<file path="config.mk">
export PLATFORM = sky130hd
export DESIGN_NAME = ray_aabb_slab_test_core
export DESIGN_NICKNAME = d
export VERILOG_FILES = /design/src/rayaabb_pkg.sv /design/src/ray_aabb_slab_test_core.sv /design/src/rayaabb_div.sv /design/src/rayaabb_dp.sv /design/src/rayaabb_ctrl.sv
export SDC_FILE = /design/constraint.sdc
export NUM_CORES = 2
export LEC_CHECK = 0
export BUFFER_PORTS_ARGS = -buffer_cell sky130_fd_sc_hd__buf_2
export CAP_MARGIN = 40
export CORE_MARGIN = 2
export CORE_UTILIZATION = 40
export DETAILED_ROUTE_END_ITERATION = 8
export PLACE_DENSITY_LB_ADDON = 0.3
export SLEW_MARGIN = 20
export SYNTH_ARGS = -nofsm -noshare
export SYNTH_HDL_FRONTEND = slang
export SYNTH_SLANG_ARGS = --single-unit
</file>
<file path="constraint.sdc">
create_clock -name clk_i -period 13.7 [get_ports clk_i]
set_input_delay 3.425 -clock clk_i [delete_from_list [all_inputs] [get_ports clk_i]]
set_output_delay 3.425 -clock clk_i [all_outputs]
set_load 0.005 [all_outputs]
</file>
<file path="src/rayaabb_pkg.sv">
// ----------------------------------------------------------------------------
// rayaabb_pkg
// Shared constants and controller/datapath interface types for the ray versus
// box slab test core.
// ----------------------------------------------------------------------------
package rayaabb_pkg;

  localparam int unsigned CoordW   = 32;
  localparam int unsigned TW       = 31;
  localparam int unsigned NumAxes  = 3;
  localparam int unsigned AxisW    = 2;
  localparam int unsigned InDataW  = 224;
  localparam int unsigned OutDataW = 32;

  // 1e-4 in Q16.16, rounded to nearest
  localparam logic [CoordW-1:0] EpsQ = 32'd7;

  localparam logic CmdLoad = 1'b0;
  localparam logic CmdTest = 1'b1;

  typedef struct packed {
    logic             capture;    // latch the accepted beat, init clip interval
    logic [AxisW-1:0] axis;
    logic             div_start;
    logic             st_ray;     // write ray state for axis
    logic             diff_en;    // corner minus origin, parallel slab check
    logic             mul_en;
    logic             mul_hi;     // multiply the max-corner difference
    logic             sat_lo_en;
    logic             sat_hi_en;
    logic             clip_en;
    logic             emit;       // load the output register
  } cmd_t;

  typedef struct packed {
    logic small_dir;  // direction magnitude at most epsilon
    logic div_done;
    logic axis_par;
  } status_t;

endpackage

</file>
<file path="src/ray_aabb_slab_test_core.sv">
// ----------------------------------------------------------------------------
// ray_aabb_slab_test_core
// Ray versus axis-aligned box test by the slab method in Q16.16 fixed point.
// Box test: per non-parallel axis subtract, two multiplies, saturate and clip;
// a parallel axis only gets the subtract and slab check; then emit the result.
// Ray load: a parallel axis is stored directly, a non-parallel one waits for the
// bit-serial reciprocal divider. One item in flight: the next beat is taken
// only once the load or box test is done; a box test can wait on output stalls.
// Reset clears the ray to origin zero with every axis parallel.
// ----------------------------------------------------------------------------
module ray_aabb_slab_test_core (
  input  logic                              clk_i,
  input  logic                              rst_ni,
  input  logic                              s_axis_tvalid_i,
  output logic                              s_axis_tready_o,
  // first_x, first_y, first_z, second_x, second_y, second_z, limit_t, pad
  input  logic [rayaabb_pkg::InDataW-1:0]   s_axis_tdata_i,
  // cmd
  input  logic                              s_axis_tuser_i,
  output logic                              m_axis_tvalid_o,
  input  logic                              m_axis_tready_i,
  // box_hit, near_t
  output logic [rayaabb_pkg::OutDataW-1:0]  m_axis_tdata_o
);
  import rayaabb_pkg::*;

  cmd_t          cmd;
  status_t       status;
  logic          out_hit;
  logic [TW-1:0] out_near;

  rayaabb_ctrl u_ctrl (
    .clk_i       (clk_i),
    .rst_ni      (rst_ni),
    .in_valid_i  (s_axis_tvalid_i),
    .in_cmd_i    (s_axis_tuser_i),
    .in_ready_o  (s_axis_tready_o),
    .out_valid_o (m_axis_tvalid_o),
    .out_ready_i (m_axis_tready_i),
    .cmd_o       (cmd),
    .status_i    (status)
  );

  rayaabb_dp u_dp (
    .clk_i      (clk_i),
    .rst_ni     (rst_ni),
    .in_data_i  (s_axis_tdata_i),
    .cmd_i      (cmd),
    .status_o   (status),
    .out_hit_o  (out_hit),
    .out_near_o (out_near)
  );

  assign m_axis_tdata_o = {out_near, out_hit};

endmodule

</file>
<file path="src/rayaabb_div.sv">
// ----------------------------------------------------------------------------
// rayaabb_div
// Restoring divider: computes 2^32 / den, one quotient bit per cycle.
// ----------------------------------------------------------------------------
module rayaabb_div (
  input  logic                                clk_i,
  input  logic                                rst_ni,
  input  logic                                start_i,
  input  logic [rayaabb_pkg::CoordW-1:0]      den_i,
  output logic [rayaabb_pkg::CoordW-1:0]      quo_o,
  output logic                                done_o
);
  import rayaabb_pkg::*;

  localparam int unsigned Steps = CoordW + 1;
  localparam int unsigned CntW  = $clog2(Steps);

  logic [CntW-1:0]     cnt_q, cnt_d;
  logic                busy_q, busy_d;
  logic                done_q, done_d;
  logic [CoordW-1:0]   den_q;
  logic [CoordW-1:0]   rem_q, rem_d;
  logic [CoordW:0]     quo_q, quo_d;
  logic [CoordW:0]     trial;
  logic                qbit;

  // dividend is a single one in its top bit
  assign trial = {rem_q, (cnt_q == '0)};
  assign qbit  = (trial >= {1'b0, den_q});

  always_comb begin
    cnt_d  = cnt_q;
    busy_d = busy_q;
    done_d = 1'b0;
    rem_d  = rem_q;
    quo_d  = quo_q;
    if (start_i) begin
      busy_d = 1'b1;
      cnt_d  = '0;
      rem_d  = '0;
      quo_d  = '0;
    end else if (busy_q) begin
      rem_d = qbit ? CoordW'(trial - {1'b0, den_q}) : trial[CoordW-1:0];
      quo_d = {quo_q[CoordW-1:0], qbit};
      if (cnt_q == CntW'(Steps - 1)) begin
        busy_d = 1'b0;
        done_d = 1'b1;
      end else begin
        cnt_d = cnt_q + 1'b1;
      end
    end
  end

  always_ff @(posedge clk_i or negedge rst_ni) begin
    if (!rst_ni) begin
      busy_q <= 1'b0;
      done_q <= 1'b0;
      cnt_q  <= '0;
    end else begin
      busy_q <= busy_d;
      done_q <= done_d;
      cnt_q  <= cnt_d;
    end
  end

  always_ff @(posedge clk_i) begin
    rem_q <= rem_d;
    quo_q <= quo_d;
    if (start_i) den_q <= den_i;
  end

  // quotient never exceeds 2^29 since den is above epsilon
  assign quo_o  = quo_q[CoordW-1:0];
  assign done_o = done_q;

endmodule

</file>
<file path="src/rayaabb_dp.sv">
// ----------------------------------------------------------------------------
// rayaabb_dp
// Datapath: ray state, reciprocal divider, slab multiplier, clipping interval.
// ----------------------------------------------------------------------------
module rayaabb_dp (
  input  logic                                clk_i,
  input  logic                                rst_ni,
  input  logic [rayaabb_pkg::InDataW-1:0]     in_data_i,
  input  rayaabb_pkg::cmd_t                   cmd_i,
  output rayaabb_pkg::status_t                status_o,
  output logic                                out_hit_o,
  output logic [rayaabb_pkg::TW-1:0]          out_near_o
);
  import rayaabb_pkg::*;

  // floor shift by 16, then clamp to signed 32 bits
  function automatic logic signed [CoordW-1:0] sat_shift16(input logic signed [64:0] p);
    logic signed [48:0] q;
    q = p[64:16];
    if (q[48:31] != {18{q[48]}}) begin
      sat_shift16 = q[48] ? {1'b1, {(CoordW-1){1'b0}}} : {1'b0, {(CoordW-1){1'b1}}};
    end else begin
      sat_shift16 = q[CoordW-1:0];
    end
  endfunction

  logic signed [CoordW-1:0] first_q  [NumAxes];
  logic signed [CoordW-1:0] second_q [NumAxes];

  logic signed [CoordW-1:0] org_q [NumAxes];
  logic signed [CoordW-1:0] inv_q [NumAxes];
  logic [NumAxes-1:0]       par_q;

  logic signed [CoordW:0]   dlo_q, dhi_q;
  logic signed [64:0]       prod_q;
  logic signed [CoordW-1:0] tlo_q, thi_q, tmin_q, tmax_q;
  logic                     miss_q;
  logic                     hit_q;
  logic [TW-1:0]            near_q;

  logic [AxisW-1:0]         ax;
  logic signed [CoordW-1:0] d_sel, lo_sel, hi_sel, org_sel;
  logic [CoordW-1:0]        mag, quo;
  logic                     small_dir, div_done;
  logic signed [CoordW-1:0] quo_signed;
  logic signed [CoordW-1:0] t0, t1;
  logic                     hit;

  assign ax      = cmd_i.axis;
  assign d_sel   = second_q[ax];
  assign lo_sel  = first_q[ax];
  assign hi_sel  = second_q[ax];
  assign org_sel = org_q[ax];

  assign mag       = d_sel[CoordW-1] ? (~d_sel + 1'b1) : d_sel;
  assign small_dir = (mag <= EpsQ);

  rayaabb_div u_div (
    .clk_i   (clk_i),
    .rst_ni  (rst_ni),
    .start_i (cmd_i.div_start),
    .den_i   (mag),
    .quo_o   (quo),
    .done_o  (div_done)
  );

  assign quo_signed = d_sel[CoordW-1] ? -$signed(quo) : $signed(quo);

  assign t0 = (tlo_q > thi_q) ? thi_q : tlo_q;
  assign t1 = (tlo_q > thi_q) ? tlo_q : thi_q;

  assign hit = !miss_q && !(tmin_q > tmax_q) && (tmax_q > $signed(EpsQ));

  assign status_o.small_dir = small_dir;
  assign status_o.div_done  = div_done;
  assign status_o.axis_par  = par_q[ax];

  // ray state
  always_ff @(posedge clk_i or negedge rst_ni) begin
    if (!rst_ni) begin
      for (int a = 0; a < NumAxes; a++) begin
        org_q[a] <= '0;
        inv_q[a] <= '0;
      end
      par_q <= '1;
    end else if (cmd_i.st_ray) begin
      org_q[ax] <= lo_sel;
      par_q[ax] <= small_dir;
      inv_q[ax] <= small_dir ? '0 : quo_signed;
    end
  end

  always_ff @(posedge clk_i) begin
    if (cmd_i.capture) begin
      for (int a = 0; a < NumAxes; a++) begin
        first_q[a]  <= in_data_i[a*CoordW +: CoordW];
        second_q[a] <= in_data_i[(a+NumAxes)*CoordW +: CoordW];
      end
    end

    if (cmd_i.diff_en) begin
      dlo_q <= {lo_sel[CoordW-1], lo_sel} - {org_sel[CoordW-1], org_sel};
      dhi_q <= {hi_sel[CoordW-1], hi_sel} - {org_sel[CoordW-1], org_sel};
    end

    if (cmd_i.mul_en) begin
      prod_q <= (cmd_i.mul_hi ? dhi_q : dlo_q) * inv_q[ax];
    end
    if (cmd_i.sat_lo_en) tlo_q <= sat_shift16(prod_q);
    if (cmd_i.sat_hi_en) thi_q <= sat_shift16(prod_q);

    if (cmd_i.capture) begin
      tmin_q <= $signed(EpsQ);
      tmax_q <= $signed({1'b0, in_data_i[2*NumAxes*CoordW +: TW]});
      miss_q <= 1'b0;
    end else begin
      if (cmd_i.diff_en && par_q[ax] && (org_sel < lo_sel || org_sel > hi_sel)) begin
        miss_q <= 1'b1;
      end
      if (cmd_i.clip_en) begin
        if (t0 > tmin_q) tmin_q <= t0;
        if (t1 < tmax_q) tmax_q <= t1;
      end
    end

    if (cmd_i.emit) begin
      hit_q  <= hit;
      near_q <= hit ? tmin_q[TW-1:0] : '0;
    end
  end

  assign out_hit_o  = hit_q;
  assign out_near_o = near_q;

endmodule

</file>
<file path="src/rayaabb_ctrl.sv">
// ----------------------------------------------------------------------------
// rayaabb_ctrl
// Sequencer: walks the three axes for ray loads and box tests, and owns the
// input handshake and the output valid flag.
// ----------------------------------------------------------------------------
module rayaabb_ctrl (
  input  logic                   clk_i,
  input  logic                   rst_ni,
  input  logic                   in_valid_i,
  input  logic                   in_cmd_i,
  output logic                   in_ready_o,
  output logic                   out_valid_o,
  input  logic                   out_ready_i,
  output rayaabb_pkg::cmd_t      cmd_o,
  input  rayaabb_pkg::status_t   status_i
);
  import rayaabb_pkg::*;

  typedef enum logic [8:0] {
    S_IDLE    = 9'b000000001,
    S_LD_CHK  = 9'b000000010,
    S_LD_DIV  = 9'b000000100,
    S_TS_DIFF = 9'b000001000,
    S_TS_MLO  = 9'b000010000,
    S_TS_MHI  = 9'b000100000,
    S_TS_SAT  = 9'b001000000,
    S_TS_CLIP = 9'b010000000,
    S_EMIT    = 9'b100000000
  } state_e;

  localparam logic [AxisW-1:0] LastAxis = AxisW'(NumAxes - 1);

  state_e           state_q, state_d;
  logic [AxisW-1:0] axis_q, axis_d;
  logic             out_valid_q, out_valid_d;
  logic             accept;
  logic             last_axis;

  assign in_ready_o = (state_q == S_IDLE);
  assign accept     = in_valid_i && in_ready_o;
  assign last_axis  = (axis_q == LastAxis);

  always_comb begin
    state_d = state_q;
    axis_d  = axis_q;
    cmd_o   = '0;
    cmd_o.axis = axis_q;
    unique case (state_q)
      S_IDLE: begin
        if (accept) begin
          cmd_o.capture = 1'b1;
          axis_d  = '0;
          state_d = (in_cmd_i == CmdLoad) ? S_LD_CHK : S_TS_DIFF;
        end
      end
      S_LD_CHK: begin
        if (status_i.small_dir) begin
          cmd_o.st_ray = 1'b1;
          axis_d  = last_axis ? '0 : axis_q + 1'b1;
          state_d = last_axis ? S_IDLE : S_LD_CHK;
        end else begin
          cmd_o.div_start = 1'b1;
          state_d = S_LD_DIV;
        end
      end
      S_LD_DIV: begin
        if (status_i.div_done) begin
          cmd_o.st_ray = 1'b1;
          axis_d  = last_axis ? '0 : axis_q + 1'b1;
          state_d = last_axis ? S_IDLE : S_LD_CHK;
        end
      end
      S_TS_DIFF: begin
        cmd_o.diff_en = 1'b1;
        if (status_i.axis_par) begin
          axis_d  = last_axis ? '0 : axis_q + 1'b1;
          state_d = last_axis ? S_EMIT : S_TS_DIFF;
        end else begin
          state_d = S_TS_MLO;
        end
      end
      S_TS_MLO: begin
        cmd_o.mul_en = 1'b1;
        state_d = S_TS_MHI;
      end
      S_TS_MHI: begin
        cmd_o.mul_en    = 1'b1;
        cmd_o.mul_hi    = 1'b1;
        cmd_o.sat_lo_en = 1'b1;
        state_d = S_TS_SAT;
      end
      S_TS_SAT: begin
        cmd_o.sat_hi_en = 1'b1;
        state_d = S_TS_CLIP;
      end
      S_TS_CLIP: begin
        cmd_o.clip_en = 1'b1;
        axis_d  = last_axis ? '0 : axis_q + 1'b1;
        state_d = last_axis ? S_EMIT : S_TS_DIFF;
      end
      S_EMIT: begin
        // wait until the previous result beat has left
        if (!out_valid_q || out_ready_i) begin
          cmd_o.emit = 1'b1;
          state_d = S_IDLE;
        end
      end
      default: begin
        state_d = S_IDLE;
      end
    endcase
  end

  assign out_valid_d = (out_valid_q && !out_ready_i) || cmd_o.emit;

  always_ff @(posedge clk_i or negedge rst_ni) begin
    if (!rst_ni) begin
      state_q     <= S_IDLE;
      axis_q      <= '0;
      out_valid_q <= 1'b0;
    end else begin
      state_q     <= state_d;
      axis_q      <= axis_d;
      out_valid_q <= out_valid_d;
    end
  end

  assign out_valid_o = out_valid_q;

  a_one_item: assert property (@(posedge clk_i) disable iff (!rst_ni)
    accept |=> !in_ready_o)
    else $error("second beat accepted while an item is in flight");

  a_emit_free: assert property (@(posedge clk_i) disable iff (!rst_ni)
    cmd_o.emit |-> (!out_valid_q || out_ready_i))
    else $error("result overwrites a pending output beat");

  a_div_owner: assert property (@(posedge clk_i) disable iff (!rst_ni)
    status_i.div_done |-> (state_q == S_LD_DIV))
    else $error("divider finished outside a ray load");

  a_axis_range: assert property (@(posedge clk_i) disable iff (!rst_ni)
    (state_q != S_IDLE) |-> (axis_q <= LastAxis))
    else $error("axis counter past last axis");

endmodule
</file>
==> impl_results.md <==
* 1st-iter DRT viols at 4241
* Htree depth at 3
* CTS Buffer Depth at 3
* CTS Buf Count at 90
* DR pass1 iterations at 5
* Global route overflow at 0
* Final slew viol count at 0
* Peak per-stage delay on the critical path at 750 ps
* Fin crit period at 11190 ps
* # setup viols final at 0
* RSZ-0062 raised after global routing: false
* Yosys cell types at 84
* Slew @ Worst Pin at 925 ps
* FF+latch count, synth at 779
* Via density at 5.34
* Status: finished clean
* Synth top area share at 29.4%
* Number of I/O pins at 263
* Post-CTS Resized at 0
* Startpoint types: register
* Detail Route Antenna Nets at 0
* Row count at 159
* Hpwl dp at 170 mm
* Ranking of synthesized cells by area: fa_1, edfxtp_1, dfrtp_1, ha_1, inv_1
* Clock sink count at 779
* Fin Hold WS at 484 ps
* Number of buffers added for setup after CTS at 0
* Critical path class: reg2reg
* Hold Vio Cnt, Final at 0
* Post-synth EDFFs at 466
* Dominant cell type by area after synthesis: fa_1
* Worst min-delay path class: reg2reg
* Post-Syn Instances at 7723
* Peak VDD IR at 0.000144 V
* Synth Flop Type: edfxtp_1
* LEAKAGE at 38.8 nW
* Die Y at 440 um
* Share of cells above drive strength 1 at 8.92%
* Clock transition at path regs at 60 ps
* Fraction of registers with async set/reset at 27.6%
* WP data required at 14200 ps
* Setup crit end kind: register
* Clk_lat worst skew at 760 ps
* Final core occ at 44.7%
* Max FO, Critical Path at 33
* Buffer and inverter count on the worst path at 4
* Synth warn at 0
* First-pass GRT wire length at 343 mm
* Nets at 9646
* Critical Path Slowest Stage Cell: and3_2
* CTS tree: done
* Cell Pwr Density at 134 nW/um^2
* Cell mode on critical path: fa_1
* Layout area overhead at 10.9%
* Core box area at 188000 sq um
* Routed WL per cell at 21.0 um
* Arrival @ worst endpoint at 11690 ps
* Synthesized area at 75900 sq um
* Vias in the first global route at 58800
* Syn_area_per_cell at 9.83 sq um
* Setup TNS at 0 ps
* Clk_skew at 66.3 ps
* Slew HR at 38.2%
* CP delay by family, top: adder cells
* Max Freq at 0.0894 GHz
* Fin crit share at 81.7%
* CTS Root Cell: clkbuf_16
* Gpl congestion at 0.946
* Seq/Total Area, Yosys at 28.1%
* GRT Overall Usage at 23.1%
* Via count at 55900
* Remaining routing DRC violations at 0
* Mapped Nets at 9477
* Total wire length at 219 mm
* Initial antenna violation count at 8
* Port Buffers at 261
* Max Cap Violations at 0
* Initial core utilization at 40.3%
* DIE AREA at 193000 sq um
* DIE WIDTH at 440 um
* Largest net degree at the start of global routing at 99
* Cts hold-fix bufs at 0
## cell usage in the layout (no fill, tap or decap), types with 128 or more instances in the layout
| cell | count |
|---|---|
| o21ai_0 | 363 |
| nand2_1 | 796 |
| dfrtp_1 | 208 |
| inv_1 | 1267 |
| a21o_1 | 137 |
| ha_1 | 411 |
| edfxtp_1 | 466 |
| buf_2 | 261 |
| mux2i_1 | 222 |
| fa_1 | 1114 |
| buf_4 | 139 |
| a21oi_1 | 264 |
| nor2_1 | 941 |
| xnor2_1 | 128 |
## state kept, by name, summed over array words and instances, names as in the netlist, 33 cells and up
register and count:
u_dp.inv_q 96, u_dp.second_q 96, u_dp.prod_q 49, u_dp.org_q 96
u_dp.dlo_q 33, u_dp.first_q 96, u_dp.dhi_q 33
## routing by layer
metal / part of all wire (%) / up-vias / track usage [%]
li1: - / 25300 / -
met1: 41 / 27800 / 30.4
met2: 45 / 2339 / 36.8
met3: 8.7 / 477 / 5.06
met4: 4.7 / 10 / 9.45
met5: 0.032 / - / 0
## final timing paths
path	from	end	slack (ps)	cells after the start
worst min-delay path	u_dp.inv_q[4]	u_dp.inv_q[4]	480	1
worst max-delay path	u_ctrl.state_q[7]	u_dp.prod_q[64]	2510	29
worst max register to register	u_ctrl.state_q[7]	u_dp.prod_q[64]	2510	29
min in group asynchronous	rst_ni	u_dp.org_q[1]	2670	1
max in group asynchronous	rst_ni	u_dp.inv_q[79]	9810	3
worst min register to register	u_dp.inv_q[4]	u_dp.inv_q[4]	480	1
## stage by stage
step / setup WS (ps) / std cells / total power [W] / area (sq um)
finish: 2510 / 10500 / 0.0113 / 84200
global route: 1900 / 10500 / 0.0120 / 84200
CTS: 2580 / 10500 / 0.0113 / 84100
detailed placement: 2590 / 10300 / 0.00877 / 81000
global placement: 2450 / 10300 / 0.00862 / 80400
floorplan: 3830 / 7723 / 0.00714 / 75900
## cells in the mapped netlist, types with 36 or more instances
master,instances
a21o_1,138
xnor2_1,128
dfrtp_1,211
nor2_1,941
nand4_1,58
fa_1,1114
a211oi_1,44
nor3_1,61
nand3_1,47
mux2_2,39
dfxtp_1,98
nor4_1,53
a21oi_1,280
o2bb2ai_1,78
o21ai_0,363
edfxtp_1,466
inv_1,1268
o21ai_1,36
mux2i_1,237
ha_1,411
clkbuf_1,305
nand2_1,798
xor2_1,74
## cell families after synthesis
kind of cell	count (synthesis)	share of synthesized area (%)
xor gates and xnor gates	202	2.33
buffers and inverters	1631	8.12
DFF	779	28.1
and+or+nand+nor	2148	12.0
muxes	277	3.72
AOI/OAI and AO/OA	1161	9.60
adders and majority gates	1525	36.1
## power breakdown
group          internal [W]  switching [W]  total (W)  leakage [nW]
combinational       0.00200        0.00348    0.00548          29.4
clock               0.00137        0.00108    0.00246          1.44
sequential          0.00308       0.000243    0.00332          8.02
## final cells by class
cell class | count | area, sq um
diodes | 2 | 5.00
clock inverters | 63 | 667
well taps | 2495 | 3120
repair buffers | 439 | 3130
flip-flops and latches | 779 | 21400
inverters | 1269 | 4770
fillers | 17800 | 104000
multi-input cells | 5313 | 48800
clock buffers | 106 | 2360
Power figures use the tool's default switching activity.
